File: config.mk
export PLATFORM = sky130hd
export DESIGN_NAME = pool_free_list_allocator_core
export DESIGN_NICKNAME = d
export VERILOG_FILES = /design/src/pfl_pkg.sv /design/src/pfl_store.sv /design/src/pool_free_list_allocator_core.sv
export VERILOG_INCLUDE_DIRS = /design/src /design/src/src
export SDC_FILE = /design/constraint.sdc
export NUM_CORES = 1
export LEC_CHECK = 0
export BUFFER_PORTS_ARGS = -buffer_cell sky130_fd_sc_hd__buf_2
export CAP_MARGIN = 0
export CORE_ASPECT_RATIO = 1.2
export CORE_UTILIZATION = 50
export DETAILED_ROUTE_END_ITERATION = 7
export PLACE_DENSITY_LB_ADDON = 0.25
export SKIP_LAST_GASP = 1
export SYNTH_ARGS = -nofsm -noshare
export SYNTH_HDL_FRONTEND = slang
export SYNTH_SLANG_ARGS = --single-unit
File: constraint.sdc
create_clock -name clk -period 8.7 [get_ports clk]
set_input_delay 0.435 -clock clk [delete_from_list [all_inputs] [get_ports clk]]
set_output_delay 0.435 -clock clk [all_outputs]
set_load 0.05 [all_outputs]
File: src/assert_macros.svh
// Assertion macros shared by the pool allocator RTL.
`ifndef ASSERT_MACROS_SVH
`define ASSERT_MACROS_SVH

// Check that a condition holds at every clock edge out of reset.
`define ASSERT_ALWAYS(label, cond, msg) \
    label: assert property (@(posedge clk) disable iff (!rst_n) (cond)) else $error(msg);

// Check that a consequent holds in the same cycle as its antecedent.
`define ASSERT_IMPLIES(label, ante, cons, msg) \
    label: assert property (@(posedge clk) disable iff (!rst_n) (ante) |-> (cons)) \
        else $error(msg);

`endif

File: src/pfl_pkg.sv
// Package with types, codes and the address function of the pool allocator.
package pfl_pkg;

    localparam int ID_W      = 7;
    localparam int SLOTS_DEF = 64;

    localparam logic [2:0] OP_INIT  = 3'd0;
    localparam logic [2:0] OP_ALLOC = 3'd1;
    localparam logic [2:0] OP_FREE  = 3'd2;
    localparam logic [2:0] OP_ENUM  = 3'd3;
    localparam logic [2:0] OP_REF   = 3'd4;

    localparam logic [1:0] ST_OK      = 2'd0;
    localparam logic [1:0] ST_EMPTY   = 2'd1;
    localparam logic [1:0] ST_BAD_ID  = 2'd2;
    localparam logic [1:0] ST_NO_LIVE = 2'd3;

    localparam logic [1:0] CFG_SLOT_COUNT = 2'd0;
    localparam logic [1:0] CFG_SLOT_BYTES = 2'd1;
    localparam logic [1:0] CFG_BASE_ADDR  = 2'd2;

    typedef struct packed {
        logic [2:0]      operation;
        logic [ID_W-1:0] slot_id;
    } req_t;

    typedef struct packed {
        logic [1:0]      status;
        logic [ID_W-1:0] result_id;
        logic [31:0]     slot_address;
        logic            last;
    } rsp_t;

    // Access controls for the link and mark stores; addresses are zero-based slot indexes.
    typedef struct packed {
        logic            link_we;
        logic [ID_W-1:0] link_waddr;
        logic [ID_W-1:0] link_wdata;
        logic            link_re;
        logic [ID_W-1:0] link_raddr;
        logic            mark_we;
        logic [ID_W-1:0] mark_waddr;
        logic            mark_wdata;
        logic            mark_re;
        logic [ID_W-1:0] mark_raddr;
    } mem_req_t;

    // Byte address of a slot: base + (id - 1) * size rounded up to eight, wrapping at 32 bits.
    function automatic logic [31:0] slot_addr_f(input logic [31:0] base,
                                                input logic [12:0] bytes,
                                                input logic [ID_W-1:0] id);
        logic [13:0]     sz;
        logic [ID_W-1:0] idm;
        logic [20:0]     prod;
        sz   = ({1'b0, bytes} + 14'd7) & ~14'd7;
        idm  = id - ID_W'(1);
        prod = 21'(idm) * 21'(sz);
        return base + {11'd0, prod};
    endfunction

endpackage

File: src/pfl_store.sv
// Link and mark memories of the pool allocator, registered reads.
module pfl_store #(
    parameter int SLOTS = pfl_pkg::SLOTS_DEF
) (
    input  logic                     clk,
    input  pfl_pkg::mem_req_t        req,
    output logic [pfl_pkg::ID_W-1:0] link_rd,
    output logic                     mark_rd
);
    import pfl_pkg::*;

    localparam int IDX_W = (SLOTS > 1) ? $clog2(SLOTS) : 1;

    logic [ID_W-1:0] link_mem [SLOTS];
    logic            mark_mem [SLOTS];

    // Read-before-write: a read and a write at one address return the old entry.
    always_ff @(posedge clk)
    begin
        if (req.link_we)
        begin
            link_mem[req.link_waddr[IDX_W-1:0]] <= req.link_wdata;
        end
        if (req.link_re)
        begin
            link_rd <= link_mem[req.link_raddr[IDX_W-1:0]];
        end
    end

    always_ff @(posedge clk)
    begin
        if (req.mark_we)
        begin
            mark_mem[req.mark_waddr[IDX_W-1:0]] <= req.mark_wdata;
        end
        if (req.mark_re)
        begin
            mark_rd <= mark_mem[req.mark_raddr[IDX_W-1:0]];
        end
    end

endmodule

File: src/pool_free_list_allocator_core.sv
// Top level of the fixed-size pool allocator with a linked free list.
// Usage:
//   cfg channel: write slot_count (index 0), slot_bytes (1) or base_address (2) while idle;
//     cfg_ready is high only while the sequencer is idle, other indexes are dropped.
//   req channel: one transaction per operation (init, alloc, free, enumerate, reference).
//   rsp channel: one transaction per result; last marks the final result of a request.
// Flow:
//   alloc, free, reference, unknown ops: S_ONE forms the result and registers it in
//     the output stage; the head link read for alloc is started while idle.
//   init: one link-store entry rewritten per cycle over all SLOTS entries.
//   enumerate: one free-list step per S_WALK and S_WALK_WAIT pass (link read), then
//     one S_SCAN and S_SCAN_CHK pass per slot scanned in 1..n, then S_SCAN_END; output
//     stalls can hold the sequencer.
// Reset: the block runs the init sweep over all SLOTS entries with
//   req_ready and cfg_ready low. No result is produced.
// Stall: a result waits in the output register while rsp_ready is low; a new
//   request is accepted meanwhile, and the sequencer holds when it has the next
//   result ready and the output register is still full.
`include "assert_macros.svh"

module pool_free_list_allocator_core #(
    parameter int SLOTS = pfl_pkg::SLOTS_DEF
) (
    input  logic          clk,
    input  logic          rst_n,
    input  logic          cfg_valid,
    output logic          cfg_ready,
    input  logic [1:0]    cfg_index,
    input  logic [31:0]   cfg_data,
    input  logic          req_valid,
    output logic          req_ready,
    input  pfl_pkg::req_t req_data,
    output logic          rsp_valid,
    input  logic          rsp_ready,
    output pfl_pkg::rsp_t rsp_data
);
    import pfl_pkg::*;

    localparam int IDX_W = (SLOTS > 1) ? $clog2(SLOTS) : 1;

    typedef enum logic [7:0] {
        S_IDLE      = 8'b0000_0001,
        S_INIT      = 8'b0000_0010,
        S_ONE       = 8'b0000_0100,
        S_WALK      = 8'b0000_1000,
        S_WALK_WAIT = 8'b0001_0000,
        S_SCAN      = 8'b0010_0000,
        S_SCAN_CHK  = 8'b0100_0000,
        S_SCAN_END  = 8'b1000_0000
    } state_t;

    // Configuration registers
    logic [ID_W-1:0] slot_count_reg;
    logic [12:0]     slot_bytes_reg;
    logic [31:0]     base_addr_reg;

    // Sequencer state
    state_t          state_reg, state_next;
    logic            boot_reg, boot_next;
    logic [IDX_W-1:0] init_cnt_reg, init_cnt_next;
    logic [ID_W-1:0] free_head_reg, free_head_next;
    logic [2:0]      op_reg, op_next;
    logic [ID_W-1:0] id_reg, id_next;
    logic [ID_W-1:0] cur_reg, cur_next;
    logic [ID_W-1:0] steps_reg, steps_next;
    logic [ID_W-1:0] scan_reg, scan_next;
    logic [ID_W-1:0] pend_reg, pend_next;
    logic            have_pend_reg, have_pend_next;

    // Output stage
    logic            rsp_valid_reg;
    rsp_t            rsp_data_reg;

    logic [ID_W-1:0] n_w;
    logic [ID_W-1:0] addr_sel;
    logic [31:0]     addr_calc;
    logic            emit_req;
    logic            emit_fire;
    rsp_t            emit_data;
    mem_req_t        mreq;
    logic [ID_W-1:0] link_rd;
    logic            mark_rd;
    logic [ID_W:0]   init_link;
    logic            req_fire;

    pfl_store #(
        .SLOTS(SLOTS)
    ) u_store (
        .clk     (clk),
        .req     (mreq),
        .link_rd (link_rd),
        .mark_rd (mark_rd)
    );

    // Slots in use, clipped to the pool depth
    assign n_w = (slot_count_reg > ID_W'(SLOTS)) ? ID_W'(SLOTS) : slot_count_reg;

    assign req_ready = (state_reg == S_IDLE);
    assign req_fire  = req_valid && req_ready;
    // Hold register writes off while the reset sweep or a request is in progress
    assign cfg_ready = (state_reg == S_IDLE);
    assign rsp_valid = rsp_valid_reg;
    assign rsp_data  = rsp_data_reg;

    assign emit_fire = emit_req && (!rsp_valid_reg || rsp_ready);
    assign init_link = {1'b0, ID_W'(init_cnt_reg)} + (ID_W + 1)'(2);

    // Pick the slot whose address the current result carries
    always_comb
    begin
        if (state_reg == S_ONE && op_reg == OP_ALLOC)
        begin
            addr_sel = free_head_reg;
        end
        else if (state_reg == S_ONE)
        begin
            addr_sel = id_reg;
        end
        else
        begin
            addr_sel = pend_reg;
        end
    end

    assign addr_calc = slot_addr_f(base_addr_reg, slot_bytes_reg, addr_sel);

    always_comb
    begin
        state_next     = state_reg;
        boot_next      = boot_reg;
        init_cnt_next  = init_cnt_reg;
        free_head_next = free_head_reg;
        op_next        = op_reg;
        id_next        = id_reg;
        cur_next       = cur_reg;
        steps_next     = steps_reg;
        scan_next      = scan_reg;
        pend_next      = pend_reg;
        have_pend_next = have_pend_reg;
        mreq           = '0;
        emit_req       = 1'b0;
        emit_data      = '0;

        unique case (state_reg)
            S_IDLE:
            begin
                // Start the head link read for a possible alloc
                mreq.link_re    = 1'b1;
                mreq.link_raddr = free_head_reg - ID_W'(1);
                if (req_fire)
                begin
                    op_next = req_data.operation;
                    id_next = req_data.slot_id;
                    if (req_data.operation == OP_INIT)
                    begin
                        init_cnt_next = '0;
                        state_next    = S_INIT;
                    end
                    else if (req_data.operation == OP_ENUM)
                    begin
                        cur_next   = free_head_reg;
                        steps_next = '0;
                        state_next = S_WALK;
                    end
                    else
                    begin
                        state_next = S_ONE;
                    end
                end
            end

            S_INIT:
            begin
                // Chain slot k+1 to k+2 while k+2 is in use, clear its mark
                mreq.link_we    = 1'b1;
                mreq.link_waddr = ID_W'(init_cnt_reg);
                mreq.link_wdata = (init_link <= {1'b0, n_w}) ? init_link[ID_W-1:0] : '0;
                mreq.mark_we    = 1'b1;
                mreq.mark_waddr = ID_W'(init_cnt_reg);
                mreq.mark_wdata = 1'b0;
                if (init_cnt_reg == IDX_W'(SLOTS - 1))
                begin
                    free_head_next = (n_w != '0) ? ID_W'(1) : '0;
                    boot_next      = 1'b0;
                    state_next     = boot_reg ? S_IDLE : S_ONE;
                end
                else
                begin
                    init_cnt_next = init_cnt_reg + IDX_W'(1);
                end
            end

            S_ONE:
            begin
                emit_req       = 1'b1;
                emit_data.last = 1'b1;
                unique case (op_reg)
                    OP_ALLOC:
                    begin
                        if (free_head_reg == '0 || free_head_reg > ID_W'(SLOTS))
                        begin
                            emit_data.status = ST_EMPTY;
                        end
                        else
                        begin
                            emit_data.status       = ST_OK;
                            emit_data.result_id    = free_head_reg;
                            emit_data.slot_address = addr_calc;
                            if (emit_fire)
                            begin
                                free_head_next = link_rd;
                            end
                        end
                    end
                    OP_FREE:
                    begin
                        if (id_reg == '0)
                        begin
                            emit_data.status = ST_OK;
                        end
                        else if (id_reg > n_w)
                        begin
                            emit_data.status = ST_BAD_ID;
                        end
                        else
                        begin
                            emit_data.status = ST_OK;
                            if (emit_fire)
                            begin
                                mreq.link_we    = 1'b1;
                                mreq.link_waddr = id_reg - ID_W'(1);
                                mreq.link_wdata = free_head_reg;
                                free_head_next  = id_reg;
                            end
                        end
                    end
                    OP_REF:
                    begin
                        if (id_reg == '0)
                        begin
                            emit_data.status = ST_OK;
                        end
                        else if (id_reg > n_w)
                        begin
                            emit_data.status = ST_BAD_ID;
                        end
                        else
                        begin
                            emit_data.status       = ST_OK;
                            emit_data.slot_address = addr_calc;
                        end
                    end
                    default:
                    begin
                        emit_data.status = ST_OK;
                    end
                endcase
                if (emit_fire)
                begin
                    state_next = S_IDLE;
                end
            end

            S_WALK:
            begin
                if (steps_reg == n_w || cur_reg == '0 || cur_reg > n_w)
                begin
                    scan_next      = ID_W'(1);
                    have_pend_next = 1'b0;
                    state_next     = S_SCAN;
                end
                else
                begin
                    mreq.mark_we    = 1'b1;
                    mreq.mark_waddr = cur_reg - ID_W'(1);
                    mreq.mark_wdata = 1'b1;
                    mreq.link_re    = 1'b1;
                    mreq.link_raddr = cur_reg - ID_W'(1);
                    steps_next      = steps_reg + ID_W'(1);
                    state_next      = S_WALK_WAIT;
                end
            end

            S_WALK_WAIT:
            begin
                cur_next   = link_rd;
                state_next = S_WALK;
            end

            S_SCAN:
            begin
                if (scan_reg > n_w)
                begin
                    state_next = S_SCAN_END;
                end
                else
                begin
                    // Read the mark and clear it behind the read
                    mreq.mark_re    = 1'b1;
                    mreq.mark_raddr = scan_reg - ID_W'(1);
                    mreq.mark_we    = 1'b1;
                    mreq.mark_waddr = scan_reg - ID_W'(1);
                    mreq.mark_wdata = 1'b0;
                    state_next      = S_SCAN_CHK;
                end
            end

            S_SCAN_CHK:
            begin
                if (mark_rd)
                begin
                    scan_next  = scan_reg + ID_W'(1);
                    state_next = S_SCAN;
                end
                else if (have_pend_reg)
                begin
                    // A later live slot exists, so the held one is not last
                    emit_req               = 1'b1;
                    emit_data.status       = ST_OK;
                    emit_data.result_id    = pend_reg;
                    emit_data.slot_address = addr_calc;
                    emit_data.last         = 1'b0;
                    if (emit_fire)
                    begin
                        pend_next  = scan_reg;
                        scan_next  = scan_reg + ID_W'(1);
                        state_next = S_SCAN;
                    end
                end
                else
                begin
                    pend_next      = scan_reg;
                    have_pend_next = 1'b1;
                    scan_next      = scan_reg + ID_W'(1);
                    state_next     = S_SCAN;
                end
            end

            S_SCAN_END:
            begin
                emit_req       = 1'b1;
                emit_data.last = 1'b1;
                if (have_pend_reg)
                begin
                    emit_data.status       = ST_OK;
                    emit_data.result_id    = pend_reg;
                    emit_data.slot_address = addr_calc;
                end
                else
                begin
                    emit_data.status = ST_NO_LIVE;
                end
                if (emit_fire)
                begin
                    have_pend_next = 1'b0;
                    state_next     = S_IDLE;
                end
            end

            default:
            begin
                state_next = S_IDLE;
            end
        endcase
    end

    always_ff @(posedge clk or negedge rst_n)
    begin
        if (!rst_n)
        begin
            state_reg     <= S_INIT;
            boot_reg      <= 1'b1;
            init_cnt_reg  <= '0;
            free_head_reg <= ID_W'(1);
            op_reg        <= OP_INIT;
            id_reg        <= '0;
            cur_reg       <= '0;
            steps_reg     <= '0;
            scan_reg      <= '0;
            pend_reg      <= '0;
            have_pend_reg <= 1'b0;
        end
        else
        begin
            state_reg     <= state_next;
            boot_reg      <= boot_next;
            init_cnt_reg  <= init_cnt_next;
            free_head_reg <= free_head_next;
            op_reg        <= op_next;
            id_reg        <= id_next;
            cur_reg       <= cur_next;
            steps_reg     <= steps_next;
            scan_reg      <= scan_next;
            pend_reg      <= pend_next;
            have_pend_reg <= have_pend_next;
        end
    end

    // Configuration writes
    always_ff @(posedge clk or negedge rst_n)
    begin
        if (!rst_n)
        begin
            slot_count_reg <= ID_W'(64);
            slot_bytes_reg <= 13'd8;
            base_addr_reg  <= 32'd0;
        end
        else if (cfg_valid && cfg_ready)
        begin
            unique case (cfg_index)
                CFG_SLOT_COUNT: slot_count_reg <= cfg_data[ID_W-1:0];
                CFG_SLOT_BYTES: slot_bytes_reg <= cfg_data[12:0];
                CFG_BASE_ADDR:  base_addr_reg  <= cfg_data;
                default:        slot_count_reg <= slot_count_reg;
            endcase
        end
    end

    // Output register: load on emit, drop when taken
    always_ff @(posedge clk or negedge rst_n)
    begin
        if (!rst_n)
        begin
            rsp_valid_reg <= 1'b0;
        end
        else if (emit_fire)
        begin
            rsp_valid_reg <= 1'b1;
        end
        else if (rsp_ready)
        begin
            rsp_valid_reg <= 1'b0;
        end
    end

    always_ff @(posedge clk)
    begin
        if (emit_fire)
        begin
            rsp_data_reg <= emit_data;
        end
    end

    `ASSERT_ALWAYS(a_head_bound, free_head_reg <= ID_W'(SLOTS), "free head beyond pool")
    `ASSERT_IMPLIES(a_walk_bound, state_reg == S_WALK_WAIT, steps_reg <= n_w, "walk overran n")
    `ASSERT_IMPLIES(a_scan_range, state_reg == S_SCAN_CHK, scan_reg != '0 && scan_reg <= n_w, "scan index out of range")
    `ASSERT_IMPLIES(a_no_stale_pend, req_fire, !have_pend_reg, "held live slot at new request")

endmodule
==> metrics.yaml <==
status:
  status: "complete, no violations"
sta:
  hold_violations: 0
  final.min_clock_period_ns: 8.24
  worstMarginPinSlew_ns: 1.21
  max_freq_ghz: 0.121
  fin_ws_ns: 0.457
  fin_crit_sh: 0.948
  skew_ns: 0.0269
  maxSlewHeadroom: 0.193
  finalSetupViolations: 0
  slew_viol_final: 0
logic_synthesis:
  synthAdderAreaFrac: 0.0641
  synthMuxAreaShare: 0.0478
  ys.flop_type: "edfxtp_1"
  yosysWarnings: 0
  syn_avg_cell_area_um2: 11.6
  synth-compound-area-share: 0.0777
  ys_types: 89
  synth_fp_nets: 3026
  synth_top_family_by_area: "simple AND/OR/NAND/NOR gates"
  ys_seq_area_frac: 0.598
  synth_area_um2: 33000
  syn-instance-count: 2835
  synth-seq-cells: 676
  synth_simple_gate_area_frac: 0.160
  async_reset_ff_frac: 0.169
  synth_xor_xnor_area_share: 0.0226
  synth-edff-count: 562
final_layout:
  syn2layout_area_growth_pct: 11.5
  drive_gt1_frac: 0.128
  fill_cells: 5360
  nets: 3116
  antenna_cells: 0
  largest_reg_flops: 448
setup_path:
  crit_slowest_cell: "fa_1"
  r2r_setup_slack_ns: 0.46
  start_kind: "flop"
  timing.critical_path.mode_cell: "fa_1"
  critPathMaxStageDelay_ns: 0.49
  worstSetupPathType: "flop to flop"
  cp_data_arrival_time_ns: 8.60
  critPathMaxFanout: 5
  end_kind: "flop"
  required_ns: 9.06
route:
  vias: 23100
  antenna_left: 0
  drc_errors: 0
  drt-pass1-iter-count: 6
  wl_per_cell_um: 22.4
  drt-total-wl_um: 85500
  viasPerCell: 6.05
  drtIter0Drc: 2284
grt:
  antenna_found_initial: 0
  grt_usage: 0.256
  overflow: 0
  grt_first_pass_wirelength_um: 133000
  grt_start_max_net_pins: 114
  grt_pass1_vias: 22900
place:
  portBuffers: 93
  dp_hpwl_um: 56500
  post-place-ws_ns: 0.0413
  place_congestion: 0.927
clock_tree:
  clk_pin_slew_ns: 0.06
  clockBufferDepth: 3
  worstSkewPairLatency_ns: 0.63
  cts_sinks: 676
  root_buffer: "clkbuf_16"
  cts_buffers: 70
  cts_tree: "built"
  h-tree-depth: 3
job:
  drv_cap: 0
floorplan:
  die_w_um: 236
  core-area_um2: 64800
  die_y_um: 283
  start_util: 0.509
  rows: 102
  fp.dieArea_um2: 67000
  ioPinCount: 94
min_path:
  min_path_type: "input port to flop"
synth_stat cells, drive strengths merged, types with 5 or more instances:
| library cell | number | area share |
|---|---|---|
| o21a | 8 | 0.0018 |
| and4b | 5 | 0.0015 |
| a21boi | 5 | 0.0011 |
| buf | 51 | 0.0085 |
| nor3 | 46 | 0.0070 |
| mux2 | 66 | 0.023 |
| xnor2 | 51 | 0.014 |
| nor2 | 322 | 0.037 |
| dfrtp | 109 | 0.083 |
| o22ai | 12 | 0.0025 |
| a21oi | 106 | 0.016 |
| a211oi | 32 | 0.0080 |
| nand2b | 27 | 0.0053 |
| ha | 97 | 0.037 |
| or3 | 13 | 0.0025 |
| edfxtp | 562 | 0.51 |
| a22o | 13 | 0.0035 |
| nor4 | 8 | 0.0022 |
| inv | 104 | 0.012 |
| o31ai | 7 | 0.0016 |
| mux2i | 63 | 0.019 |
| dfstp | 5 | 0.0040 |
| or2 | 16 | 0.0030 |
| nand2 | 457 | 0.052 |
| fa | 45 | 0.027 |
| nand4 | 30 | 0.0057 |
| and2 | 5 | 0.00095 |
| and3 | 31 | 0.0059 |
| nor2b | 30 | 0.0057 |
| and4 | 7 | 0.0019 |
| nor3b | 7 | 0.0017 |
| a21o | 11 | 0.0025 |
| mux4 | 9 | 0.0061 |
| o211ai | 5 | 0.0011 |
| a31oi | 34 | 0.0064 |
| nand4b | 7 | 0.0019 |
| o2111ai | 10 | 0.0036 |
| a22oi | 9 | 0.0020 |
| nand3 | 163 | 0.025 |
| a32oi | 18 | 0.0048 |
| clkbuf | 78 | 0.0089 |
| a2111oi | 7 | 0.0020 |
| xor2 | 34 | 0.0090 |
| o21ai | 66 | 0.010 |
cell type report:
| cell class | count | area [um^2] | area share |
|---|---|---|---|
| clock inverter | 36 | 323 | 0.00878 |
| multi-input combinational | 1925 | 12400 | 0.338 |
| clock buffer | 92 | 1930 | 0.0525 |
| inverter | 105 | 394 | 0.0107 |
| timing repair buffer | 147 | 906 | 0.0246 |
| sequential | 676 | 19700 | 0.537 |
| tap | 832 | 1040 | 0.0283 |
cell usage in the layout (no fill, tap or decap), types with 9 or more instances in the layout:
| cell type | synthesis | layout |
|---|---|---|
| or3_1 | 13 | 13 |
| mux2i_1 | 63 | 63 |
| nand2_1 | 456 | 455 |
| nand2b_1 | 26 | 26 |
| fa_1 | 45 | 45 |
| buf_4 | 5 | 52 |
| mux4_2 | 9 | 9 |
| a31oi_1 | 34 | 34 |
| a32oi_1 | 18 | 18 |
| edfxtp_1 | 562 | 562 |
| a211oi_1 | 29 | 29 |
| nor2_1 | 320 | 318 |
| mux2_2 | 66 | 66 |
| nor2b_1 | 30 | 30 |
| or2_2 | 16 | 16 |
| inv_1 | 104 | 104 |
| o22ai_1 | 11 | 10 |
| and3_1 | 31 | 30 |
| a21o_1 | 11 | 11 |
| nand3_1 | 163 | 163 |
| o21ai_0 | 64 | 63 |
| nor3_1 | 46 | 46 |
| a21oi_1 | 105 | 103 |
| xnor2_1 | 51 | 51 |
| nand4_1 | 30 | 30 |
| dfrtp_1 | 109 | 109 |
| buf_2 | 38 | 92 |
| clkbuf_1 | 78 | 17 |
| clkbuf_16 | 0 | 75 |
| xor2_1 | 34 | 34 |
| clkinv_1 | 1 | 17 |
| ha_1 | 97 | 97 |
per-stage QoR:
stage          cell area (um^2)  TNS [ns]   util  cells  hold slack (ns)
4_1_cts                   36700         0  0.566   3808           0.0126
6_report                  36800         0  0.567   3813           0.0415
3_5_place_dp              34400         0  0.530   3679            0.443
3_3_place_gp              34400         0  0.530   3679            0.436
5_1_grt                   36800   -0.0318  0.567   3813           0.0406
2_1_floorplan             33000         0      -   2835            0.139
layer usage:
metal	global-route usage	wire [um]	up-vias
met4	0.101	2910	0
li1	-	-	10400
met3	0.0386	5900	195
met5	0	0	-
met1	0.331	34100	11400
met2	0.434	42600	993
cell families after synthesis:
kind of cell | Yosys count
and+or+nand+nor | 1179
DFF | 676
AOI/OAI and AO/OA | 381
buffers and inverters | 234
adders and majority gates | 142
muxes | 138
xor gates and xnor gates | 85
critical path: cells and delay by family, from the launching register on:
family                     cells  cell delay [ns]
adders and majority gates      7             2.71
and+or+nand+nor               10             2.02
AOI/OAI and AO/OA             10             1.92
xor gates and xnor gates       3             0.45
DFF                            1             0.45
buffers and inverters          5             0.45
final timing paths:
check                             startpoint                 to  cells after the start
worst min-delay path            cfg_data[28]  base_addr_reg[28]                      3
max in group asynchronous              rst_n    init_cnt_reg[5]                      3
worst max register to register  state_reg[5]       rsp_data[23]                     35
worst min register to register      boot_reg           boot_reg                      1
min in group asynchronous              rst_n  base_addr_reg[15]                      2
worst max-delay path            state_reg[5]       rsp_data[23]                     35
repair_timing:
item | CTS | global route
setup buffers | 0 | 4
hold buffers | 1 | 0
pin swaps | 0 | 5
cloned | 0 | 1
setup endpoints to repair | 3 | 13
hold endpoints to repair | 36 | 0
resized for setup | 2 | 15
Power is not shown: default switching activity piles up to over one toggle a cycle in this logic, so the estimate is an artifact.
